[config.mk]
export PLATFORM = sky130hd
export DESIGN_NAME = humidity_sensor_frame_decoder
export DESIGN_NICKNAME = d
export VERILOG_FILES = /design/src/rtl/hsfd_pkg.sv /design/src/rtl/hsfd_front.sv /design/src/rtl/hsfd_queue.sv /design/src/rtl/hsfd_back.sv /design/src/rtl/humidity_sensor_frame_decoder.sv
export SDC_FILE = /design/constraint.sdc
export NUM_CORES = 1
export LEC_CHECK = 0
export ABC_CLOCK_PERIOD_IN_PS = 15100
export BUFFER_PORTS_ARGS = -buffer_cell sky130_fd_sc_hd__buf_2
export CAP_MARGIN = 20
export CORE_MARGIN = 2
export CORE_UTILIZATION = 60
export CTS_BUF_LIST = sky130_fd_sc_hd__clkbuf_4
export CTS_CLUSTER_DIAMETER = 40
export CTS_CLUSTER_SIZE = 12
export DETAILED_ROUTE_END_ITERATION = 10
export PLACE_DENSITY = 0.88
export SLEW_MARGIN = 0
export SYNTH_ARGS = -nofsm -noshare
export SYNTH_HDL_FRONTEND = slang
export SYNTH_SLANG_ARGS = --single-unit
[constraint.sdc]
create_clock -name i_clk -period 15.1 [get_ports i_clk]
set_clock_uncertainty 0.2 [all_clocks]
set_input_delay 3.02 -clock i_clk [delete_from_list [all_inputs] [get_ports i_clk]]
set_output_delay 3.02 -clock i_clk [all_outputs]
set_load 0.005 [all_outputs]
[src/rtl/hsfd_pkg.sv]
// shared types, constants and helper functions for the humidity sensor frame decoder
// no dependencies
`timescale 1ns / 1ps

package hsfd_pkg;

    localparam int COUNT_WIDTH_DEF = 32;
    localparam int TOTAL_W         = 32;
    localparam int FRAME_W         = 48;
    localparam int WORD_W          = 20;
    localparam int TEMP_W          = 15;
    localparam int RH_W            = 14;
    localparam int T_COEF_W        = 15;
    localparam int H_COEF_W        = 14;
    localparam int T_PROD_W        = T_COEF_W + WORD_W;
    localparam int H_PROD_W        = H_COEF_W + WORD_W;
    localparam int PACKED_SHIFT    = 20;

    localparam logic       SENSOR_CRC_PAIR = 1'b0;
    localparam logic       SENSOR_PACKED   = 1'b1;

    localparam logic [7:0] CRC_POLY = 8'h31;
    localparam logic [7:0] CRC_INIT = 8'hFF;

    localparam logic [15:0]         FULL_SCALE     = 16'd65535;
    localparam logic [T_COEF_W-1:0] T_COEF_CRC     = 15'd17500;
    localparam logic [T_COEF_W-1:0] T_COEF_PACKED  = 15'd20000;
    localparam logic [H_COEF_W-1:0] H_COEF         = 14'd10000;
    localparam logic [15:0]         T_OFS_CRC      = 16'd4500;
    localparam logic [15:0]         T_OFS_PACKED   = 16'd5000;

    typedef struct packed {
        logic              sensor_type;
        logic              t_ok;
        logic              h_ok;
        logic [WORD_W-1:0] t_word;
        logic [WORD_W-1:0] h_word;
    } t_item;

    function automatic logic [7:0] crc8_byte(input logic [7:0] crc_in, input logic [7:0] data);
        logic [7:0] c;
        c = crc_in ^ data;
        for (int i = 0; i < 8; i++) begin
            c = c[7] ? ((c << 1) ^ CRC_POLY) : (c << 1);
        end
        return c;
    endfunction

    // floor(x / 65535) for x below 2^32 - 1
    function automatic logic [15:0] div_full_scale(input logic [31:0] x);
        logic [15:0] q0;
        logic [16:0] r;
        q0 = x[31:16];
        r  = {1'b0, x[15:0]} + {1'b0, q0};
        return (r >= {1'b0, FULL_SCALE}) ? q0 + 16'd1 : q0;
    endfunction

endpackage

[src/rtl/hsfd_front.sv]
// front end: sensor type register, frame classification and crc checks
// depends on hsfd_pkg
`timescale 1ns / 1ps

module hsfd_front (
    input  logic                           i_clk,
    input  logic                           i_rst_n,
    input  logic                           i_cfg_valid,
    input  logic                           i_cfg_data,
    output logic                           o_cfg_ready,
    input  logic                           i_valid,
    input  logic [hsfd_pkg::FRAME_W-1:0]   i_frame_bytes,
    output logic                           o_stall,
    input  logic                           i_queue_full,
    output logic                           o_push,
    output hsfd_pkg::t_item                o_item
);

    logic       r_sensor_type;
    logic [7:0] b0, b1, b2, b3, b4, b5;

    assign o_cfg_ready = 1'b1;

    always_ff @(posedge i_clk) begin
        if (!i_rst_n) begin
            r_sensor_type <= hsfd_pkg::SENSOR_CRC_PAIR;
        end else if (i_cfg_valid && o_cfg_ready) begin
            r_sensor_type <= i_cfg_data;
        end
    end

    assign b0 = i_frame_bytes[47:40];
    assign b1 = i_frame_bytes[39:32];
    assign b2 = i_frame_bytes[31:24];
    assign b3 = i_frame_bytes[23:16];
    assign b4 = i_frame_bytes[15:8];
    assign b5 = i_frame_bytes[7:0];

    assign o_stall = i_queue_full;
    assign o_push  = i_valid && !i_queue_full;

    always_comb begin
        o_item.sensor_type = r_sensor_type;
        if (r_sensor_type == hsfd_pkg::SENSOR_PACKED) begin
            // busy flag in the top bit of the first byte
            o_item.t_ok   = !b0[7];
            o_item.h_ok   = !b0[7];
            o_item.h_word = i_frame_bytes[39:20];
            o_item.t_word = i_frame_bytes[19:0];
        end else begin
            o_item.t_ok   = hsfd_pkg::crc8_byte(hsfd_pkg::crc8_byte(hsfd_pkg::CRC_INIT, b0), b1)
                            == b2;
            o_item.h_ok   = hsfd_pkg::crc8_byte(hsfd_pkg::crc8_byte(hsfd_pkg::CRC_INIT, b3), b4)
                            == b5;
            o_item.t_word = {4'd0, b0, b1};
            o_item.h_word = {4'd0, b3, b4};
        end
    end

endmodule

[src/rtl/hsfd_queue.sv]
// two-entry queue of classified frames between front and back end
// depends on hsfd_pkg
`timescale 1ns / 1ps

module hsfd_queue (
    input  logic            i_clk,
    input  logic            i_rst_n,
    input  logic            i_push,
    input  hsfd_pkg::t_item i_item,
    output logic            o_full,
    input  logic            i_pop,
    output logic            o_valid,
    output hsfd_pkg::t_item o_item
);

    hsfd_pkg::t_item r_mem [2];
    logic            r_wr_ptr;
    logic            r_rd_ptr;
    logic [1:0]      r_count;

    assign o_full  = (r_count == 2'd2);
    assign o_valid = (r_count != 2'd0);
    assign o_item  = r_mem[r_rd_ptr];

    always_ff @(posedge i_clk) begin
        if (i_push) begin
            r_mem[r_wr_ptr] <= i_item;
        end
    end

    always_ff @(posedge i_clk) begin
        if (!i_rst_n) begin
            r_wr_ptr <= 1'b0;
            r_rd_ptr <= 1'b0;
            r_count  <= 2'd0;
        end else begin
            if (i_push) begin
                r_wr_ptr <= !r_wr_ptr;
            end
            if (i_pop) begin
                r_rd_ptr <= !r_rd_ptr;
            end
            r_count <= r_count + {1'b0, i_push} - {1'b0, i_pop};
        end
    end

endmodule

[src/rtl/hsfd_back.sv]
// back end: scaling multiply, fixed point conversion, check counters, output register
// depends on hsfd_pkg
`timescale 1ns / 1ps

module hsfd_back #(
    parameter int COUNT_WIDTH = hsfd_pkg::COUNT_WIDTH_DEF
) (
    input  logic                                i_clk,
    input  logic                                i_rst_n,
    input  logic                                i_q_valid,
    input  hsfd_pkg::t_item                     i_q_item,
    output logic                                o_pop,
    output logic                                o_valid,
    input  logic                                i_stall,
    output logic signed [hsfd_pkg::TEMP_W-1:0]  o_temperature_centi,
    output logic [hsfd_pkg::RH_W-1:0]           o_humidity_centi,
    output logic                                o_temperature_ok,
    output logic                                o_humidity_ok,
    output logic                                o_status,
    output logic [hsfd_pkg::TOTAL_W-1:0]        o_good_temp_total,
    output logic [hsfd_pkg::TOTAL_W-1:0]        o_bad_temp_total,
    output logic [hsfd_pkg::TOTAL_W-1:0]        o_good_rh_total,
    output logic [hsfd_pkg::TOTAL_W-1:0]        o_bad_rh_total
);

    logic                                r_s1_valid;
    logic                                r_s1_type;
    logic                                r_s1_t_ok;
    logic                                r_s1_h_ok;
    logic [hsfd_pkg::T_PROD_W-1:0]       r_s1_t_prod;
    logic [hsfd_pkg::H_PROD_W-1:0]       r_s1_h_prod;

    logic                                r_out_valid;
    logic signed [hsfd_pkg::TEMP_W-1:0]  r_temp;
    logic [hsfd_pkg::RH_W-1:0]           r_rh;
    logic                                r_t_ok;
    logic                                r_h_ok;
    logic [COUNT_WIDTH-1:0]              r_good_t, r_bad_t, r_good_h, r_bad_h;

    logic                                adv;
    logic [hsfd_pkg::T_COEF_W-1:0]       t_coef;
    logic [hsfd_pkg::T_PROD_W-1:0]       n_t_prod;
    logic [hsfd_pkg::H_PROD_W-1:0]       n_h_prod;
    logic [hsfd_pkg::TEMP_W-1:0]         temp_q;
    logic [hsfd_pkg::RH_W-1:0]           rh_q;
    logic [15:0]                         temp_s;
    logic                                cnt_en;

    assign adv   = !r_out_valid || !i_stall;
    assign o_pop = adv && i_q_valid;

    // stage 1: scaling multiply
    assign t_coef   = (i_q_item.sensor_type == hsfd_pkg::SENSOR_PACKED) ?
                      hsfd_pkg::T_COEF_PACKED : hsfd_pkg::T_COEF_CRC;
    assign n_t_prod = {{hsfd_pkg::WORD_W{1'b0}}, t_coef}
                      * {{hsfd_pkg::T_COEF_W{1'b0}}, i_q_item.t_word};
    assign n_h_prod = {{hsfd_pkg::WORD_W{1'b0}}, hsfd_pkg::H_COEF}
                      * {{hsfd_pkg::H_COEF_W{1'b0}}, i_q_item.h_word};

    always_ff @(posedge i_clk) begin
        if (!i_rst_n) begin
            r_s1_valid <= 1'b0;
        end else if (adv) begin
            r_s1_valid <= i_q_valid;
        end
    end

    always_ff @(posedge i_clk) begin
        if (adv) begin
            r_s1_type   <= i_q_item.sensor_type;
            r_s1_t_ok   <= i_q_item.t_ok;
            r_s1_h_ok   <= i_q_item.h_ok;
            r_s1_t_prod <= n_t_prod;
            r_s1_h_prod <= n_h_prod;
        end
    end

    // stage 2: divide by full scale or shift, offset
    always_comb begin
        if (r_s1_type == hsfd_pkg::SENSOR_PACKED) begin
            temp_q = r_s1_t_prod[hsfd_pkg::T_PROD_W-1:hsfd_pkg::PACKED_SHIFT];
            rh_q   = r_s1_h_prod[hsfd_pkg::H_PROD_W-1:hsfd_pkg::PACKED_SHIFT];
            temp_s = {1'b0, temp_q} - hsfd_pkg::T_OFS_PACKED;
        end else begin
            temp_q = hsfd_pkg::TEMP_W'(hsfd_pkg::div_full_scale(r_s1_t_prod[31:0]));
            rh_q   = hsfd_pkg::RH_W'(hsfd_pkg::div_full_scale(r_s1_h_prod[31:0]));
            temp_s = {1'b0, temp_q} - hsfd_pkg::T_OFS_CRC;
        end
    end

    assign cnt_en = adv && r_s1_valid && (r_s1_type == hsfd_pkg::SENSOR_CRC_PAIR);

    always_ff @(posedge i_clk) begin
        if (!i_rst_n) begin
            r_out_valid <= 1'b0;
            r_good_t    <= '0;
            r_bad_t     <= '0;
            r_good_h    <= '0;
            r_bad_h     <= '0;
        end else begin
            if (adv) begin
                r_out_valid <= r_s1_valid;
            end
            if (cnt_en) begin
                if (r_s1_t_ok) begin
                    r_good_t <= r_good_t + 1'b1;
                end else begin
                    r_bad_t <= r_bad_t + 1'b1;
                end
                if (r_s1_h_ok) begin
                    r_good_h <= r_good_h + 1'b1;
                end else begin
                    r_bad_h <= r_bad_h + 1'b1;
                end
            end
        end
    end

    always_ff @(posedge i_clk) begin
        if (adv) begin
            r_t_ok <= r_s1_t_ok;
            r_h_ok <= r_s1_h_ok;
            r_temp <= r_s1_t_ok ? temp_s[hsfd_pkg::TEMP_W-1:0] : '0;
            r_rh   <= r_s1_h_ok ? rh_q : '0;
        end
    end

    assign o_valid             = r_out_valid;
    assign o_temperature_centi = r_temp;
    assign o_humidity_centi    = r_rh;
    assign o_temperature_ok    = r_t_ok;
    assign o_humidity_ok       = r_h_ok;
    assign o_status            = !(r_t_ok && r_h_ok);
    assign o_good_temp_total   = hsfd_pkg::TOTAL_W'(r_good_t);
    assign o_bad_temp_total    = hsfd_pkg::TOTAL_W'(r_bad_t);
    assign o_good_rh_total     = hsfd_pkg::TOTAL_W'(r_good_h);
    assign o_bad_rh_total      = hsfd_pkg::TOTAL_W'(r_bad_h);

endmodule

[src/rtl/humidity_sensor_frame_decoder.sv]
// humidity sensor frame decoder top level: front end, request queue, back end
// depends on hsfd_pkg, hsfd_front, hsfd_queue, hsfd_back
// a result passes the queue, the stage 1 register and the output register, and waits longer under output stall
// throughput: one frame per cycle while i_stall is low, set by the two-entry queue and the two back end stages
// reset (synchronous, active low): queue empty, pipeline empty, counters zero, sensor type 0
`timescale 1ns / 1ps

module humidity_sensor_frame_decoder #(
    parameter int COUNT_WIDTH = hsfd_pkg::COUNT_WIDTH_DEF
) (
    input  logic                                i_clk,
    input  logic                                i_rst_n,
    input  logic                                i_cfg_valid,
    input  logic                                i_cfg_data,
    output logic                                o_cfg_ready,
    input  logic                                i_valid,
    input  logic [hsfd_pkg::FRAME_W-1:0]        i_frame_bytes,
    output logic                                o_stall,
    output logic                                o_valid,
    input  logic                                i_stall,
    output logic signed [hsfd_pkg::TEMP_W-1:0]  o_temperature_centi,
    output logic [hsfd_pkg::RH_W-1:0]           o_humidity_centi,
    output logic                                o_temperature_ok,
    output logic                                o_humidity_ok,
    output logic                                o_status,
    output logic [hsfd_pkg::TOTAL_W-1:0]        o_good_temp_total,
    output logic [hsfd_pkg::TOTAL_W-1:0]        o_bad_temp_total,
    output logic [hsfd_pkg::TOTAL_W-1:0]        o_good_rh_total,
    output logic [hsfd_pkg::TOTAL_W-1:0]        o_bad_rh_total
);

    logic            push, pop, q_full, q_valid;
    hsfd_pkg::t_item front_item, q_item;

    hsfd_front u_front (
        .i_clk         (i_clk),
        .i_rst_n       (i_rst_n),
        .i_cfg_valid   (i_cfg_valid),
        .i_cfg_data    (i_cfg_data),
        .o_cfg_ready   (o_cfg_ready),
        .i_valid       (i_valid),
        .i_frame_bytes (i_frame_bytes),
        .o_stall       (o_stall),
        .i_queue_full  (q_full),
        .o_push        (push),
        .o_item        (front_item)
    );

    hsfd_queue u_queue (
        .i_clk   (i_clk),
        .i_rst_n (i_rst_n),
        .i_push  (push),
        .i_item  (front_item),
        .o_full  (q_full),
        .i_pop   (pop),
        .o_valid (q_valid),
        .o_item  (q_item)
    );

    hsfd_back #(
        .COUNT_WIDTH (COUNT_WIDTH)
    ) u_back (
        .i_clk               (i_clk),
        .i_rst_n             (i_rst_n),
        .i_q_valid           (q_valid),
        .i_q_item            (q_item),
        .o_pop               (pop),
        .o_valid             (o_valid),
        .i_stall             (i_stall),
        .o_temperature_centi (o_temperature_centi),
        .o_humidity_centi    (o_humidity_centi),
        .o_temperature_ok    (o_temperature_ok),
        .o_humidity_ok       (o_humidity_ok),
        .o_status            (o_status),
        .o_good_temp_total   (o_good_temp_total),
        .o_bad_temp_total    (o_bad_temp_total),
        .o_good_rh_total     (o_good_rh_total),
        .o_bad_rh_total      (o_bad_rh_total)
    );

endmodule

# After elaboration in Yosys (flattened, before gate mapping)
# Memories as Yosys holds them, arrays and structs flattened. A register that Yosys moved wholly into a read port is not among the register bits.
# Index checks and enable logic that the tools add are counted.
# W data, S select, Z words.
[classes]
n_eq_ne = 3
n_addsub = 12
n_reduce_logical = 18
order_cmp = 2
n_bitwise = 39
n_mul = 2
muxes = 42
[ops]
columns = ["op", "n"]
rows = [
  ["$mux W6", 32],
  ["$add A32 B1 Y32 const B", 4],
  ["$not A3 Y3", 32],
  ["$mux W42", 1],
  ["$mul A15 B20 Y35", 1],
  ["$add A16 B16 Y17", 2],
  ["$ge A17 B16 Y1 const B", 2],
  ["$mul A10 B20 Y30 const A", 1],
  ["$mux W15", 2],
  ["$sub A15 B13 Y15 const B", 2],
  ["$mux W14", 2],
  ["$eq A8 B8 Y1", 2],
  ["$not A8 Y8", 2],
  ["$xor A8 B8 Y8", 2],
  ["$add A15 B1 Y15 const B", 1],
  ["$add A14 B1 Y14 const B", 1],
  ["$mux W12", 1],
  ["$reduce_and A2 Y1", 4],
  ["$logic_not A1 Y1", 7],
  ["$logic_and A1 B1 Y1", 5],
  ["$mux W1", 4],
  ["$not A1 Y1", 3],
  ["$add A2 B1 Y2", 1],
  ["$eq A2 B2 Y1 const B", 1],
  ["3 further kinds", 3],
]
[word_totals]
n_memories = 1
mem_bits_rw = 86
register_bits = 234
[mem_list]
columns = ["memory", "depth", "width", "rd", "rd_ports_with_merged_regs", "write_ports", "line_no", "rtl"]
rows = [
  ["u_queue.r_mem", 2, 43, 1, 1, 1, "hsfd_queue.sv:16", "hsfd_pkg::t_item r_mem [2];"],
]

# Depth between registers and ports, before layout
# Gate-level depths: netlist of the first run.
[logic_depth]
ltp_word = 36
mapped_depth = 29
ltp_nobuf = 26

# By module
# Synthesis of the first run repeated with hierarchy kept, for this count alone.
[unflattened]
cells_unflattened = 2468
hier_area_um2 = 25540.7
[modules_own_cells]
columns = ["module", "area_per_inst_um2", "instances", "cells_per_inst", "seq_area_each_um2"]
rows = [
  ["hsfd_back", 20554.7, 1, 2170, 5515.3],
  ["hsfd_queue", 3535.9, 1, 155, 2682.6],
  ["hsfd_front", 1450.1, 1, 143, 20.0],
]

# Least setup slack after synthesis of the first run
# No wires, ideal clock.
[synth_timing]
path_type = "input port to flip-flop"
start = "in i_stall"
end = "reg u_back.r_good_t[29] (netlist: u_back.o_good_temp_total[29])"
setup_time_ps = 115
path_slack_ps = 7444
arrival_time_ps = 7341
n_path_buf = 1
cell_stages = 12
cell_sequence = "nand2_1 -> and4_1 -> clkbuf_1 -> and3_1 -> and3_1 -> nand3_1 -> nor3_1 -> nand2_1 -> nor2_1 -> nand3_1 -> xnor2_1 -> and2_1"
[synth_between]
elab_chain_cells = 5
[synth_lines]
columns = ["element", "line_no", "rtl"]
rows = [
  ["start: declaration", "humidity_sensor_frame_decoder.sv:20", "input logic i_stall,"],
  ["$logic_not A1 Y1", "hsfd_back.sv:49", "assign adv = !r_out_valid || !i_stall;"],
  ["$logic_or A1 B1 Y1", "hsfd_back.sv:49", ""],
  ["$logic_and A1 B1 Y1 (2 in a row)", "hsfd_back.sv:91", "assign cnt_en = adv && r_s1_valid && (r_s1_type == hsfd_pkg::SENSOR_CRC_PAIR);"],
  ["$reduce_and A2 Y1 (no line)", "n/a", ""],
  ["end signal: assignment", "hsfd_back.sv:106", "r_good_t <= r_good_t + 1'b1;"],
  ["end: declaration", "hsfd_back.sv:38", "logic [COUNT_WIDTH-1:0] r_good_t, r_bad_t, r_good_h, r_bad_h;"],
]
# Every way passes these cells.
# A chain may end at the register's enable or synchronous reset.

==> impl_summary.md, run 1 <==
Clock network
The CTS root buffer is sky130_fd_sc_hd__clkbuf_4. Clock-pin slew was measured on the worst setup and hold paths at around 0.10 ns. The CTS buffer count is 46. The number of buffers between clock root and the deepest sink is 3. TritonCTS built the clock tree.

The number of H-tree levels is 2. For the worst-skew pair, the clock arrives at the later sink with an insertion delay of approximately 0.84 ns. For this design, the sink count on the clock tree is ~320. Once the clock tree was built, the setup fixing pass inserted 0 buffers. The number of buffers inserted by hold repair at cts is 0. After clock tree synthesis, the repair step resized 0 gates.

Worst setup path
Measured in cells, the most critical reg-to-reg path has a length of 26. The cell at the slowest stage of the critical path is sky130_fd_sc_hd__a221oi_1. The worst setup path is launched from a register.

The kind of end point of the critical path is a register. Along the worst path, the maximum fanout reaches 43. For the worst setup path, the data required time is roughly 15 ns. The cell type group with the largest total delay on the critical path is adder cells.

The number of buffers and inverters on the critical path is 7. The number of stages on the worst setup path is 26. The class of the most critical setup path is reg -> reg.

In this design, the stage delay of the slowest critical-path cell is roughly 0.56 ns. The worst endpoint data arrival time is ~8.2 ns. The most used cell along the critical path is sky130_fd_sc_hd__fa_1.

Hold path
The cell count of the worst hold path is 2. The class of the worst hold path is reg -> reg.

Global routing
Across every metal layer, demand over resource in global routing totals 26.28%. The initial antenna violation count is 2. The global-route wire length before repair is about 93 mm. The largest net degree at the start of global routing is 137. The global-route congestion overflow total is 0.

The number of global-route vias before repair is between 15000 and 20000.

Synthesis
For this run, the leading register cell type out of synthesis is sky130_fd_sc_hd__edfxtp_1. The share of async-settable or async-resettable flops after synthesis is 0%. The number of register bits inferred by synthesis is approximately 320.

A synthesized cell averages ~10 µm². In this run, distinct cell masters in the synthesized netlist total 79. The cell area after technology mapping is roughly 25000 µm². Yosys attributes the largest share of cell area to sky130_fd_sc_hd__edfxtp_1 22%, sky130_fd_sc_hd__ha_1 13%, sky130_fd_sc_hd__fa_1 12%, sky130_fd_sc_hd__dfxtp_1 11%, sky130_fd_sc_hd__xnor2_1 7.3%.

The instance count of the mapped netlist is between 2000 and 2500. The area share of the largest cell type after synthesis is a little over a fifth. Of all cell types, the one taking the most synthesized area is sky130_fd_sc_hd__edfxtp_1. The proportion of synthesized chip area in sequential cells is roughly 33%. The count of yosys warnings during synthesis is 0. The number of enable-type register cells in the synthesized netlist is 183.

Floorplanning
The region available for standard cell placement spans 41020 µm². The number of core rows is between 70 and 80. The overall die width is ~210 µm. The initial core utilization is between 60 and 70%. The height of the die is 208.2 µm. approximately 220 I/O pins were placed. The floorplan step defined a die boundary enclosing 43340 µm².

Run status
The flow ran to the end, and the final reports show no timing, DRC or antenna violations.

STA
The worst path setup slack after routing is slightly above 7 ns. For the pin with the worst max-slew slack, the measured transition is 1.086 ns. The number of hold violations in the final report is 0. The maximum frequency from static timing analysis is 127.1 MHz. The period utilization is 52.11%. The final-layout worst hold slack is 0.3245 ns. For the finished layout, the period the worst path requires is just under 8 ns. The headroom to the max-slew limit is 27.62%. The count of pins over their slew limit came to 0. Setup repair after global routing left no endpoint under its margin. Setup violations remaining at the end of the flow were counted as 0. Summed over all failing endpoints, the final setup total negative slack is 0 ns.

Detailed routing
In the final routed layout, each cell accounts on average for 17.13 µm. The DRC marker count from the first detailed-route iteration is 1566. After detailed routing, the total wire length is approximately 56 mm. Summing over every cut layer, the via total after detailed routing is ~19000. Dividing the detail-routed via count by the number of cells gives between 5 and 6. The first detailed-routing pass took 6 iterations. In the routed design, unresolved DRC markers number 0. The count of antenna-violating nets left after detailed routing is 0.

Placement
The instance area at placement is 26640 µm². Once detailed placement completed, the half-perimeter wirelength came to roughly 45 mm. The last weighted congestion value of the routability-driven placer is approximately 0.94. Port buffering added between 200 and 250 buffers.

The worst setup timing slack at the placement stage is 7.242 ns.

Layout
After filler insertion, the fill cell instance count of the layout stands at between 3000 and 4000. In the final design database the tool counted around 3200 nets. The fraction of final layout cells with drive strength greater than 1 is between 10% and 20%. Compared with the post-synthesis result, the final layout area differs by 9.319%.

The post-route standard cell area excluding fillers is ~27000 µm².

Job
The max capacitance violation total is 0.
==> worst paths after layout <==
kind | start | endpoint | slack [ns]
setup reg to reg | register | u_back.r_s1_t_prod[33] | 7.23
hold reg to reg | u_back.r_s1_valid | u_back.r_s1_valid | 0.32
hold / removal | u_back.r_s1_valid | u_back.r_s1_valid | 0.32
setup / recovery | register | u_back.r_s1_t_prod[33] | 7.23
==> metal layers <==
layer / vias up / global-route usage [%] / part of all wire [%] / wire length, µm
met3: 115 / 4.528 / 6.7 / 3800
li1: 8949 / - / - / -
met2: 653 / 45.15 / 47 / 26710
met1: 8899 / 33.57 / 43 / 24120
met4: 2 / 9.204 / 3.0 / 1672
met5: - / 0 / 0.023 / 13
==> worst min-delay path, stage by stage, from the launching register on <==
cell,delay [ns]
sky130_fd_sc_hd__dfxtp_1,0.34
sky130_fd_sc_hd__nand3_1,0.07
sky130_fd_sc_hd__a21boi_0,0.07
==> per-stage QoR <==
| stage | std cells | util, % |
|---|---|---|
| global route | 3286 | 66.66 |
| floorplan | 2500 | - |
| finish | 3287 | 66.67 |
| CTS | 3284 | 66.61 |
| global placement | 3199 | 64.95 |
| detailed placement | 3199 | 64.95 |
==> layout by cell type (no fill, tap or decap), types with 7 or more instances in the layout <==
cell                        synthesis  routed
sky130_fd_sc_hd__nand2b_1           9       9
sky130_fd_sc_hd__clkbuf_4           0      51
sky130_fd_sc_hd__inv_6              0       8
sky130_fd_sc_hd__and2_1           125     125
sky130_fd_sc_hd__xor2_1            72      72
sky130_fd_sc_hd__nor2b_1           19      19
sky130_fd_sc_hd__o21bai_1          22      22
sky130_fd_sc_hd__a21boi_0          26      26
sky130_fd_sc_hd__o2111ai_1          7       7
sky130_fd_sc_hd__ha_1             265     265
sky130_fd_sc_hd__dfxtp_1          136     135
sky130_fd_sc_hd__edfxtp_1         183     183
sky130_fd_sc_hd__a31oi_1            9       9
sky130_fd_sc_hd__a21o_1            29      29
sky130_fd_sc_hd__or3_1             30      30
sky130_fd_sc_hd__o211ai_1           9       9
sky130_fd_sc_hd__a211oi_1          14      14
sky130_fd_sc_hd__mux2_2            43      43
sky130_fd_sc_hd__nand2_1          160     159
sky130_fd_sc_hd__o21a_1             9       9
sky130_fd_sc_hd__nand4_1           32      32
sky130_fd_sc_hd__and3_1            41      40
sky130_fd_sc_hd__nor2_1            96      95
sky130_fd_sc_hd__buf_4              2      13
sky130_fd_sc_hd__buf_2              0     215
sky130_fd_sc_hd__a21oi_1           92      92
sky130_fd_sc_hd__xnor2_1          208     208
sky130_fd_sc_hd__mux2i_1           41      40
sky130_fd_sc_hd__nand3_1           69      69
sky130_fd_sc_hd__fa_1             144     144
sky130_fd_sc_hd__o21ai_0           75      75
sky130_fd_sc_hd__inv_1            350     350
sky130_fd_sc_hd__and4_1            14      14
sky130_fd_sc_hd__nor3_1            23      23
==> registers in the layout, indices dropped and copies added (netlist names), 2 cells and up, named ones only <==
| name | cells |
|---|---|
| u_back.o_good_rh_total | 32 |
| u_back.o_temperature_centi | 15 |
| u_back.r_s1_h_prod | 30 |
| u_back.o_good_temp_total | 32 |
| u_queue.r_mem | 86 |
| u_back.o_bad_temp_total | 32 |
| u_back.o_humidity_centi | 14 |
| u_back.r_s1_t_prod | 33 |
| u_back.o_bad_rh_total | 32 |
| u_queue.r_count | 2 |
==> synth_stat cells, drive strengths merged (3+ instances only) <==
master	count
o41ai	3
nor2	96
a21boi	26
a211o	3
and3	41
dfxtp	136
a21oi	93
o21a	9
nand2b	9
nor3b	4
mux2	43
a211oi	15
fa	144
nor3	23
o211a	4
xor2	72
and4	14
or3	30
nor2b	19
clkinv	3
o21ai	82
o2111ai	7
a21o	29
or2	3
ha	265
xnor2	208
nand2	161
a31o	4
o211ai	10
inv	350
o31ai	5
buf	6
mux2i	42
a2111oi	6
edfxtp	183
a31oi	9
nand3b	3
nand4	33
nand3	69
clkbuf	55
and2	125
o21bai	22
==> area by class of cell <==
cell class                 instances  area (µm²)  area share [%]
sequential                       319        8219           30.06
inverter                         353        1325           4.846
antenna                            2       5.005         0.01830
timing repair buffer             229        1194           4.365
tap                              532       665.6           2.434
clock buffer                      51       382.9           1.400
clock inverter                    34       295.3           1.080
multi-input combinational       1767       15260           55.80
==> cells by family (layout without fill, tap and decap cells) <==
| family | after synthesis | in the layout | share of synthesized area, % |
|---|---|---|---|
| AND/OR/NAND/NOR | 639 | 639 | 13.35 |
| buffers and inverters | 414 | 667 | 6.242 |
| adder cells (fa/ha/maj) | 409 | 409 | 24.78 |
| AO/OA/AOI/OAI | 351 | 351 | 9.274 |
| flip-flops | 319 | 319 | 32.85 |
| XOR/XNOR | 280 | 280 | 9.804 |
| multiplexers | 85 | 85 | 3.666 |
| other | 2 | 5 | 0.03002 |
Power of run 1 is not shown: default switching activity piles up to over one toggle a cycle in this logic, so the estimate is an artifact.
==> run 2: changes to the inputs <==
--- a/config.mk
+++ b/config.mk
@@ -5,11 +5,11 @@
 export SDC_FILE = /design/constraint.sdc
 export NUM_CORES = 1
 export LEC_CHECK = 0
-export ABC_CLOCK_PERIOD_IN_PS = 15100
+export ABC_CLOCK_PERIOD_IN_PS = 7100
 export BUFFER_PORTS_ARGS = -buffer_cell sky130_fd_sc_hd__buf_2
 export CAP_MARGIN = 20
 export CORE_MARGIN = 2
-export CORE_UTILIZATION = 60
+export CORE_UTILIZATION = 57
 export CTS_BUF_LIST = sky130_fd_sc_hd__clkbuf_4
 export CTS_CLUSTER_DIAMETER = 40
 export CTS_CLUSTER_SIZE = 12
==> constraint.sdc (replaced) <==
create_clock -name i_clk -period 7.1 [get_ports i_clk]
set_clock_uncertainty 0.2 [all_clocks]
set_input_delay 1.42 -clock i_clk [delete_from_list [all_inputs] [get_ports i_clk]]
set_output_delay 1.42 -clock i_clk [all_outputs]
set_load 0.005 [all_outputs]
==> impl_summary.md, run 2 (synthesis gave the netlist of run 1 again) <==
Floorplanning
The initial core utilization is 57.94% (-3.0 points). The height of the die is 213.5 µm (+2.5%). The overall die width is 213.5 µm (+2.5%).

The I/O pin count was 217 (unchanged). The core area is 43170 µm² (+5.3%). The area of the die is 45580 µm² (+5.2%). The number of core rows was 76 (+2.7%).

Layout
The post-layout net count was 3191 (+0.38%). The number of standard cells in the layout, taps in and fillers out is 3355 (+2.1%). The combined flip-flop and latch cell area is 8219 µm² (unchanged).

The fraction of final layout cells with drive strength greater than 1 is 14.59% (+0.82 points). The fill cell total of the finished layout is 3312 (+8.8%). The leading cell type in the layout, fill and taps excluded is sky130_fd_sc_hd__inv_1. The area of the multi-input gates came to 15300 µm² (+0.29%). The final standard cell utilization of the core came to 64.11% (-2.6 points).

The register with the most flip-flops in the final layout is u_queue.r_mem. The flip-flop count of the largest register after layout is 86 (unchanged). The largest registers in the layout are u_queue.r_mem (86), u_back.r_s1_t_prod (33). In the layout the commonest cells are 350 x sky130_fd_sc_hd__inv_1, 265 x sky130_fd_sc_hd__ha_1, 215 x sky130_fd_sc_hd__buf_2, 208 x sky130_fd_sc_hd__xnor2_1, 183 x sky130_fd_sc_hd__edfxtp_1. Compared with the post-synthesis result, the final layout area differs by 10.64%.

Global routing
The global-route wire length before repair is 92.31 mm (-1.2%). The global-route congestion overflow total is 0 (unchanged). The largest net degree at the start of global routing came to 137 (unchanged). The number of global-route vias before repair is 18880 (-0.89%).

The total global-route track usage came to 25.08% (-1.2 points). The initial antenna violation count is 2 (unchanged).

Detailed routing
The length of the first detailed-routing pass in iterations was 7 (+1). The DRC marker count from the first detailed-route iteration is 1494 (-4.6%). The total length of routed wires is 57.55 mm (+2.2%). The number of remaining DRC errors is 0 (unchanged). The detail-routed via count per cell was 5.561 (-1.8%). The detail-routed net length per standard cell is 17.15 µm (+0.11%). The vias after detailed routing is 18660 (+0.21%). The count of antenna-violating nets left after detailed routing is 0 (unchanged).

Placement
The count of input and output buffers is 215 (unchanged). The last weighted congestion value of the routability-driven placer was 0.9433 (about the same). The placed cell count is 3259 (+1.9%). The post-detailed-placement half-perimeter wirelength is 45.66 mm (+1.6%).

Worst setup path
The worst endpoint data arrival time is 7.16 ns (-1.06 ns). The biggest fanout along the worst timing path came to 12 (-72%). The class of the most critical setup path is reg -> reg. The type of element launching the critical path is a register. The required time of the critical path is 7.42 ns (-8.03 ns). The worst setup path is captured at a register.

Clock network
The number of sinks driven by the clock tree is 319 (unchanged). The CTS tree is yes. The CTS root buffer is sky130_fd_sc_hd__clkbuf_4. The CTS buffer count is 49 (+6.5%). The number of H-tree levels is 2 (unchanged). The clock slew seen by the registers of the worst setup and hold paths is 0.12 ns (+0.02 ns).

The number of buffers between clock root and the deepest sink was 3 (unchanged). The clock latency reported for the late side of the worst-skew pair is 0.76 ns (-0.08 ns).

STA
The transition time at the pin with the least slew margin is 1.043 ns (-0.04233 ns). The number of endpoints failing setup at the final stage is 0 (unchanged). The period utilization was 96.39% (+44 points). The final critical path time including I/O delays and setup is 6.844 ns (-1.025 ns).

The headroom to the max-slew limit was 30.44% (+2.8 points). The summed negative setup slack over all endpoints is 0 ns (unchanged). The number of hold violations in the final report is 0 (unchanged). Setup repair after global routing left no endpoint under its margin. The maximum frequency from static timing analysis came to 146.1 MHz (+15%). The count of pins over their slew limit is 0 (unchanged).

Hold path
The class of the worst hold path is reg -> reg.

Job
The max capacitance violation total is 0 (unchanged).

Run status
The run finished with clean final reports.
-- run 2: metal layers --
layer  global-route usage (%)  part of all wire [%]  vias up
met4                    7.615                   2.5        2
met1                    31.63                    42     8965
li1                         -                     -     8966
met5                        0                 0.023        -
met2                    43.45                    48      609
met3                    5.111                   7.5      115
-- run 2: layout make-up --
| type | count | area share (%) |
|---|---|---|
| antenna | 1 | 0.009042 |
| multi-input combinational | 1767 | 55.29 |
| sequential | 319 | 29.70 |
| clock buffer | 55 | 1.492 |
| tap | 585 | 2.645 |
| clock inverter | 37 | 1.465 |
| timing repair buffer | 238 | 4.611 |
| inverter | 353 | 4.788 |
-- run 2: path summary, 6_finish.rpt --
path                                               endpoint  slack [ns]  depth (start not counted)                   startpoint
worst min register to register  u_back.o_bad_temp_total[21]        0.32                          2  u_back.o_bad_temp_total[21]
worst min-delay path            u_back.o_bad_temp_total[21]        0.32                          2  u_back.o_bad_temp_total[21]
worst max-delay path                 u_back.r_s1_t_prod[33]        0.26                         25                     register
worst max register to register       u_back.r_s1_t_prod[33]        0.26                         25                     register
-- run 2: critical path: stages (launching register included) --
cell and delay [ns]:
sky130_fd_sc_hd__dfxtp_2 0.38, sky130_fd_sc_hd__buf_6 0.19, sky130_fd_sc_hd__mux2i_1 0.45, sky130_fd_sc_hd__inv_1 0.19
sky130_fd_sc_hd__nor2_1 0.13, sky130_fd_sc_hd__a21oi_1 0.06, sky130_fd_sc_hd__ha_1 0.30, sky130_fd_sc_hd__inv_1 0.05
sky130_fd_sc_hd__fa_1 0.51, sky130_fd_sc_hd__inv_1 0.06, sky130_fd_sc_hd__fa_1 0.53, sky130_fd_sc_hd__fa_1 0.44
sky130_fd_sc_hd__fa_1 0.49, sky130_fd_sc_hd__ha_1 0.31, sky130_fd_sc_hd__ha_1 0.37, sky130_fd_sc_hd__a21oi_1 0.23
sky130_fd_sc_hd__inv_1 0.08, sky130_fd_sc_hd__a21oi_1 0.23, sky130_fd_sc_hd__o21bai_1 0.14, sky130_fd_sc_hd__a221oi_2 0.27
sky130_fd_sc_hd__buf_4 0.17, sky130_fd_sc_hd__o211ai_1 0.14, sky130_fd_sc_hd__nand2_1 0.15, sky130_fd_sc_hd__o2111ai_1 0.18
sky130_fd_sc_hd__a21o_1 0.22, sky130_fd_sc_hd__xor2_1 0.13
-- run 2: stage by stage --
stage               hold slack, ns  setup slack, ns  instance area [µm²]
floorplan                   0.2237           0.1036                25020
global placement            0.2844           0.3672                26760
detailed placement          0.3076          0.03553                26760
CTS                         0.3249          0.02150                27580
global route                0.3600         0.005944                27680
finish                      0.3176           0.2564                27680
-- run 2: timing repair --
item,in CTS,in global routing
resized for setup,0,12
setup endpoints to repair,0,7
setup buffers,0,2
hold buffers,0,0
Power of run 2 is left out for the same reason.
